**src/hdl/rsa_pkg.sv**
```systemverilog
// rsa_pkg: shared types and constants for the refcounted slot allocator
// used by rsa_slot_unit and refcounted_slot_allocator_top; no dependencies
package rsa_pkg;

  localparam int ADDR_W     = 24;
  localparam int COUNT_W    = 8;
  localparam int INUSE_W    = 4;
  localparam int SLOT_COUNT = 8;
  localparam int SLOT_BYTES = 262144;

  localparam int SLOT_IDX_W = (SLOT_COUNT > 1) ? $clog2(SLOT_COUNT) : 1;
  // unwrapped slot bounds: base plus the whole region
  localparam int LO_W = $clog2((1 << ADDR_W) + SLOT_COUNT * SLOT_BYTES + 1);

  localparam logic [COUNT_W-1:0] COUNT_MAX = 8'd255;
  localparam logic [INUSE_W-1:0] INUSE_MAX = 4'd15;

  typedef enum logic [1:0] {
    OP_ALLOC   = 2'd0,
    OP_ADDREF  = 2'd1,
    OP_RELEASE = 2'd2
  } op_t;

  typedef enum logic [1:0] {
    ST_IDLE,
    ST_SCAN,
    ST_DONE
  } state_t;

  typedef struct packed {
    logic [1:0]        operation;
    logic [ADDR_W-1:0] request_bytes;
    logic [ADDR_W-1:0] slot_address;
    logic              address_is_none;
  } in_item_t;

  typedef struct packed {
    logic               granted;
    logic [ADDR_W-1:0]  granted_address;
    logic [INUSE_W-1:0] slots_in_use;
  } out_item_t;

  typedef struct packed {
    logic grant_en;
    logic inc_en;
    logic dec_en;
  } slot_ctl_t;

  typedef struct packed {
    logic               grant;
    logic [COUNT_W-1:0] new_count;
  } slot_res_t;

endpackage

```
**src/hdl/rsa_slot_unit.sv**
```systemverilog
// rsa_slot_unit: shared per-slot compare and count update, one slot per cycle
// depends on rsa_pkg
module rsa_slot_unit
  import rsa_pkg::*;
(
  input  slot_ctl_t          ctl,
  input  logic [ADDR_W-1:0]  addr,
  input  logic [LO_W-1:0]    slot_lo,
  input  logic [LO_W-1:0]    slot_hi,
  input  logic [COUNT_W-1:0] count,
  output slot_res_t          res
);

  logic [LO_W-1:0] addr_ext;
  logic            hit;

  assign addr_ext = LO_W'(addr);
  assign hit      = (addr_ext >= slot_lo) && (addr_ext < slot_hi);

  always_comb begin
    res.grant     = 1'b0;
    res.new_count = count;
    if (ctl.grant_en && (count == '0)) begin
      res.grant     = 1'b1;
      res.new_count = COUNT_W'(1);
    end else if (ctl.inc_en && hit && (count != COUNT_MAX)) begin
      res.new_count = count + COUNT_W'(1);
    end else if (ctl.dec_en && hit && (count != '0)) begin
      res.new_count = count - COUNT_W'(1);
    end
  end

endmodule

```
**src/hdl/refcounted_slot_allocator_top.sv**
```systemverilog
// refcounted_slot_allocator_top: sequencer, refcount store and result register
// depends on rsa_pkg and rsa_slot_unit
//
// usage:
// - input channel in_valid/in_stall/in_data carries one request per transfer;
//   operation selects allocate, add reference or release
// - result channel out_valid/out_stall/out_data returns exactly one result
//   per request: grant flag, granted base address and slots in use
// - cfg_wr_en/cfg_wr_data write the slot region base; write only when idle
// - each request walks all slots through one shared compare/update unit,
//   one slot per cycle; the result is written to the output register after
//   the walk, and a new request is taken only once the walk has finished
//   and its result has entered the output register
// - in_stall is high while a request is being walked or waits in ST_DONE;
//   a new request is taken while an earlier result still waits in the output register
// - if out_stall holds the previous result, the finished walk waits in its
//   last state until the output register frees
// - reset clears all reference counts, the region base and out_valid
module refcounted_slot_allocator_top
  import rsa_pkg::*;
(
  input  logic              clk,
  input  logic              rst_n,
  input  logic              cfg_wr_en,
  input  logic [ADDR_W-1:0] cfg_wr_data,
  input  logic              in_valid,
  output logic              in_stall,
  input  in_item_t          in_data,
  output logic              out_valid,
  input  logic              out_stall,
  output out_item_t         out_data
);

  state_t                 state_r, state_nxt;
  logic [ADDR_W-1:0]      base_r;
  logic [COUNT_W-1:0]     refcnt_r [SLOT_COUNT];
  logic [SLOT_IDX_W-1:0]  idx_r;
  logic [LO_W-1:0]        slot_lo_r;
  logic [LO_W-1:0]        slot_hi_r;
  slot_ctl_t              ctl_r;
  logic [ADDR_W-1:0]      addr_r;
  logic                   granted_r;
  logic [ADDR_W-1:0]      gaddr_r;
  logic [INUSE_W-1:0]     inuse_r;
  logic                   out_valid_r;
  out_item_t              out_item_r;

  logic                   accept;
  logic                   last_slot;
  logic                   out_free;
  slot_ctl_t              ctl_in;
  slot_ctl_t              ctl_cur;
  slot_res_t              res;

  assign accept    = in_valid && !in_stall;
  assign last_slot = (idx_r == SLOT_IDX_W'(SLOT_COUNT - 1));
  assign out_free  = !out_valid_r || !out_stall;
  assign in_stall  = (state_r != ST_IDLE);
  assign out_valid = out_valid_r;
  assign out_data  = out_item_r;

  // decode the request once at transfer
  always_comb begin
    ctl_in.grant_en = (in_data.operation == OP_ALLOC) &&
                      (in_data.request_bytes <= ADDR_W'(SLOT_BYTES));
    ctl_in.inc_en   = (in_data.operation == OP_ADDREF) && !in_data.address_is_none;
    ctl_in.dec_en   = (in_data.operation == OP_RELEASE) && !in_data.address_is_none;
  end

  // grant stays enabled only until the lowest free slot is taken
  always_comb begin
    ctl_cur          = ctl_r;
    ctl_cur.grant_en = ctl_r.grant_en && !granted_r;
  end

  rsa_slot_unit u_slot_unit (
    .ctl     (ctl_cur),
    .addr    (addr_r),
    .slot_lo (slot_lo_r),
    .slot_hi (slot_hi_r),
    .count   (refcnt_r[idx_r]),
    .res     (res)
  );

  always_ff @(posedge clk) begin
    if (!rst_n) begin
      state_r <= ST_IDLE;
    end else begin
      state_r <= state_nxt;
    end
  end

  always_comb begin
    state_nxt = state_r;
    unique case (state_r)
      ST_IDLE: begin
        if (accept) state_nxt = ST_SCAN;
      end
      ST_SCAN: begin
        if (last_slot) state_nxt = ST_DONE;
      end
      ST_DONE: begin
        if (out_free) state_nxt = ST_IDLE;
      end
      default: state_nxt = ST_IDLE;
    endcase
  end

  always_ff @(posedge clk) begin
    if (!rst_n) begin
      base_r <= '0;
    end else if (cfg_wr_en) begin
      base_r <= cfg_wr_data;
    end
  end

  // reference count store
  always_ff @(posedge clk) begin
    if (!rst_n) begin
      for (int i = 0; i < SLOT_COUNT; i++) refcnt_r[i] <= '0;
    end else if (state_r == ST_SCAN) begin
      refcnt_r[idx_r] <= res.new_count;
    end
  end

  // walk state
  always_ff @(posedge clk) begin
    if (!rst_n) begin
      ctl_r     <= '0;
      granted_r <= 1'b0;
    end else if (accept) begin
      ctl_r     <= ctl_in;
      granted_r <= 1'b0;
    end else if ((state_r == ST_SCAN) && res.grant) begin
      granted_r <= 1'b1;
    end
  end

  always_ff @(posedge clk) begin
    if (accept) begin
      addr_r    <= in_data.slot_address;
      idx_r     <= '0;
      slot_lo_r <= LO_W'(base_r);
      slot_hi_r <= LO_W'(base_r) + LO_W'(SLOT_BYTES);
      gaddr_r   <= '0;
      inuse_r   <= '0;
    end else if (state_r == ST_SCAN) begin
      idx_r     <= idx_r + SLOT_IDX_W'(1);
      slot_lo_r <= slot_hi_r;
      slot_hi_r <= slot_hi_r + LO_W'(SLOT_BYTES);
      if (res.grant) gaddr_r <= slot_lo_r[ADDR_W-1:0];
      if ((res.new_count != '0) && (inuse_r != INUSE_MAX)) begin
        inuse_r <= inuse_r + INUSE_W'(1);
      end
    end
  end

  // result register
  always_ff @(posedge clk) begin
    if (!rst_n) begin
      out_valid_r <= 1'b0;
    end else if ((state_r == ST_DONE) && out_free) begin
      out_valid_r <= 1'b1;
    end else if (!out_stall) begin
      out_valid_r <= 1'b0;
    end
  end

  always_ff @(posedge clk) begin
    if ((state_r == ST_DONE) && out_free) begin
      out_item_r.granted         <= granted_r;
      out_item_r.granted_address <= gaddr_r;
      out_item_r.slots_in_use    <= inuse_r;
    end
  end

  a_accept_starts_walk: assert property (@(posedge clk) disable iff (!rst_n)
    accept |=> (state_r == ST_SCAN) && (idx_r == '0))
    else $error("transfer did not start a slot walk");

  a_one_op: assert property (@(posedge clk) disable iff (!rst_n)
    $onehot0({ctl_r.grant_en, ctl_r.inc_en, ctl_r.dec_en}))
    else $error("more than one operation enabled");

  a_no_grant_no_addr: assert property (@(posedge clk) disable iff (!rst_n)
    (out_valid_r && !out_item_r.granted) |-> (out_item_r.granted_address == '0))
    else $error("address reported without a grant");

  a_grant_only_alloc: assert property (@(posedge clk) disable iff (!rst_n)
    ((state_r == ST_SCAN) && res.grant) |-> (ctl_r.grant_en && !granted_r))
    else $error("grant outside an allocate walk");

  a_inuse_bound: assert property (@(posedge clk) disable iff (!rst_n)
    out_valid_r |-> (32'(out_item_r.slots_in_use) <= 32'(SLOT_COUNT)))
    else $error("slots in use exceeds slot count");

endmodule
```
**config.mk**
```make
export PLATFORM = sky130hd
export DESIGN_NAME = refcounted_slot_allocator_top
export DESIGN_NICKNAME = d
export VERILOG_FILES = /design/src/hdl/rsa_pkg.sv /design/src/hdl/rsa_slot_unit.sv /design/src/hdl/refcounted_slot_allocator_top.sv
export SDC_FILE = /design/constraint.sdc
export NUM_CORES = 1
export LEC_CHECK = 0
export CAP_MARGIN = 10
export CORE_UTILIZATION = 62
export CTS_BUF_LIST = sky130_fd_sc_hd__clkbuf_8
export CTS_CLUSTER_SIZE = 14
export DETAILED_ROUTE_END_ITERATION = 10
export DONT_BUFFER_PORTS = 1
export PLACE_DENSITY_LB_ADDON = 0.1
export SLEW_MARGIN = 20
export SYNTH_ARGS = -nofsm -noshare
export SYNTH_HDL_FRONTEND = slang
export SYNTH_HIERARCHICAL = 1
export SYNTH_SLANG_ARGS = --single-unit
```
**constraint.sdc**
```tcl
create_clock -name clk -period 8.5 [get_ports clk]
set_input_delay 0.425 -clock clk [delete_from_list [all_inputs] [get_ports clk]]
set_output_delay 0.425 -clock clk [all_outputs]
set_load 0.05 [all_outputs]
```
==> results_dict.tcl <==
set metrics [dict create \
    synth_most_common_cell "edfxtp_1" \
    p_leak_nw 4.58 \
    fin_cells 1150 \
    slew_violations 0 \
    synthDistinctLibCells 66 \
    n_antenna_cell 0 \
    syn-num-nets 999 \
    status "complete, no violations" \
    grt_pass1_wl_um 35200 \
    dr.pass1.iters 7 \
    ys_ff_latch 232 \
    cts.repair.resized 0 \
    clk_latency_ns 0.53 \
    synthCells 867 \
    synth_enable_flop_cells 166 \
    h-tree-depth 2 \
    synth_flop_cell "edfxtp_1" \
    clockBufferDepth 3 \
    nNetsFinal 1033 \
    hpwl_um 15200 \
    drtIter0Drc 467 \
    yosys-top-cells-area "edfxtp_1 (47%), dfxtp_1 (13%), ha_1 (6.2%), nand2_1 (4.8%), and2_1 (3.6%)" \
    worstMarginPinSlew_ns 1.20 \
    period_share 0.582 \
    routedWlPerCell_um 20.0 \
    start_kind "register" \
    netlist_area_um2 10600 \
    min_from "rst_n" \
    fmax_mhz 202 \
    antenna_found_initial 0 \
    dp_slack_ns 3.27 \
    min_period_ns 4.94 \
    port_buffers 0 \
    fin_skew_ns 0.0247 \
    postLayoutCoreUtil 0.707 \
    p_per_area_nw_per_um2 228 \
    critPathMaxFanout 16 \
    vdd.ir_drop.worst_uv 161 \
    coreArea_um2 16600 \
    synthTopCellsByCount "edfxtp_1 (166), nand2_1 (134), dfxtp_1 (66)" \
    avgSynthCellArea_um2 12.2 \
    grt_overflow_total 0 \
    crit_type "reg2reg" \
    start_util 0.637 \
    post-route-drc-count 0 \
    synth_top_area_cell "edfxtp_1" \
    die_h_um 133 \
    clkSlewWorstSetupHoldPaths_ns 0.06 \
    pin_count 111 \
    drive_above_1_share 0.119 \
    finalSetupViolCount 0 \
    total_power_w 0.00267 \
    routed_wl_um 23000 \
    cts_root_buf "clkbuf_8" \
    viasPerCell 5.88 \
    drv_cap 0 \
    synth_top_area_share 0.472 \
    grt_util_all_layers 0.265 \
    worstPathRequired_ns 8.87 \
    dieArea_um2 17600 \
    hold_class "in2reg" \
    place_inst 1058 \
    fp-row-count 47 \
    cts_tree "yes" \
    async_flop_share 0 \
    die_x_um 133 \
    hold_viol_final 0 \
    area_growth_pct 11.1 \
    slew_headroom 0.197 \
    first_global_vias 6859 \
    place.gp.congestion 0.953 \
    cts_made_buffers 37 \
    ys_seq_area_frac 0.597 \
    ant_nets 0 \
    cts_num_sinks 232 \
    fill_cells 1202 \
    worst_ep_arrival_time_ns 5.31 \
    fin_ws_ns 3.56 \
    rsz0062_at_grt "false" \
    grt_max_degree 80 \
    setup_tns_ns 0 \
    worstSetupEndpointType "register" \
    vias 6757 \
    yosys_warnings 6 \
]
## cell families after synthesis
group / after synthesis / synth area share
AO/OA/AOI/OAI: 101 / 0.0611
XOR/XNOR: 12 / 0.00995
adder cells (fa/ha/maj): 52 / 0.0616
buffers and inverters: 90 / 0.0367
flip-flops: 232 / 0.597
multiplexers: 56 / 0.0741
AND/OR/NAND/NOR: 324 / 0.159
## flip-flops by register name, indices dropped and copies added, names as in the netlist, named ones only
name / cells
addr_r: 24
base_r: 24
ctl_cur: 2
ctl_r: 1
gaddr_r: 24
granted_r: 1
idx_r: 3
inuse_r: 4
out_data: 29
out_valid: 1
refcnt_r: 64
slot_hi_r: 25
slot_lo_r: 25
state_r: 2
## final timing paths
kind                                           endpoint  slack (ns)  depth (start not counted)
worst max-delay path            inuse_r[1]$_SDFFE_PN0P_        3.56                         13
worst min-delay path            state_r[0]$_SDFFE_PN0P_        0.03                          1
worst max register to register  inuse_r[1]$_SDFFE_PN0P_        3.56                         13
worst min register to register   out_data[10]$_DFFE_PP_        0.43                          0
## power by group
group          switching (W)  internal (W)
registers          0.0000607       0.00129
logic               0.000196      0.000145
clock network       0.000424      0.000558
total               0.000680       0.00199
## layout by cell type (no fill, tap or decap), types with 3 or more instances in the layout
master         netlist  layout
nor2_1              28      28
ha_1                52      52
a21boi_0             3       3
dlygate4sd3_1        0      24
a21oi_1             41      40
nand3_1             12      12
o21ai_0             26      20
nor2b_1             28      28
inv_1               59      74
and2_2               8       8
and2_1              60      60
nand4_1              9       9
mux2i_1             27      27
nor4b_1              3       3
nor3b_1              3       3
nor4_1               5       5
mux2_2              11      11
xnor2_1              6       6
nand2_1            134     134
xor2_1               6       6
nor3_1               5       5
a31oi_1              3       3
o21ai_1              1       4
mux4_2              16      16
a211oi_1             6       6
edfxtp_1           166     166
nand2b_1             6       6
a41oi_1              3       3
clkbuf_8             1      47
dfxtp_1             66      65
o21ai_2              0       3
or4_1                3       3
## through the flow
step / hold WS, ns / instance area, um2
final: 0.0319 / 11700
after global routing: 0.0214 / 11700
after CTS: 0.000641 / 11700
after detailed placement: 0.418 / 10700
after global placement: 0.412 / 10700
after floorplan: 0.408 / 10600
## worst max-delay path: stages (launching register included)
cell      delay [ns]
dfxtp_2         0.71
mux4_2          0.58
mux2_2          0.34
ha_1            0.25
and2_1          0.17
a41oi_1         0.78
nor2_1          0.25
nand4b_1        0.19
a21oi_1         0.09
xor2_1          0.26
or4_4           0.60
o211ai_4        0.29
mux2i_1         0.25
nor2_2          0.04
## layer usage
layer  vias up  track usage  routed length, um
li1       3154            -                  -
met1      3292        0.327               9350
met3        77       0.0510               1270
met5         -            0                  0
met2       234        0.449              11400
met4         0        0.127                910
## what timing repair did
| action | 4_1_cts | 5_1_grt |
|---|---|---|
| buffers inserted | 0 | 0 |
| hold buffers | 24 | 0 |
| endpoints found under the hold margin | 24 | 0 |
| endpoints found under the setup margin | 0 | 0 |
## layout make-up
type / instances / area, um2 / share of cell area
clock buffers: 47 / 647 / 0.0552
repair buffers: 25 / 248 / 0.0211
flip-flops and latches: 232 / 6310 / 0.538
inverters: 60 / 228 / 0.0194
multi-input cells: 545 / 3890 / 0.331
clock inverters: 21 / 136 / 0.0116
well taps: 220 / 275 / 0.0235
Power figures use the tool's default switching activity.
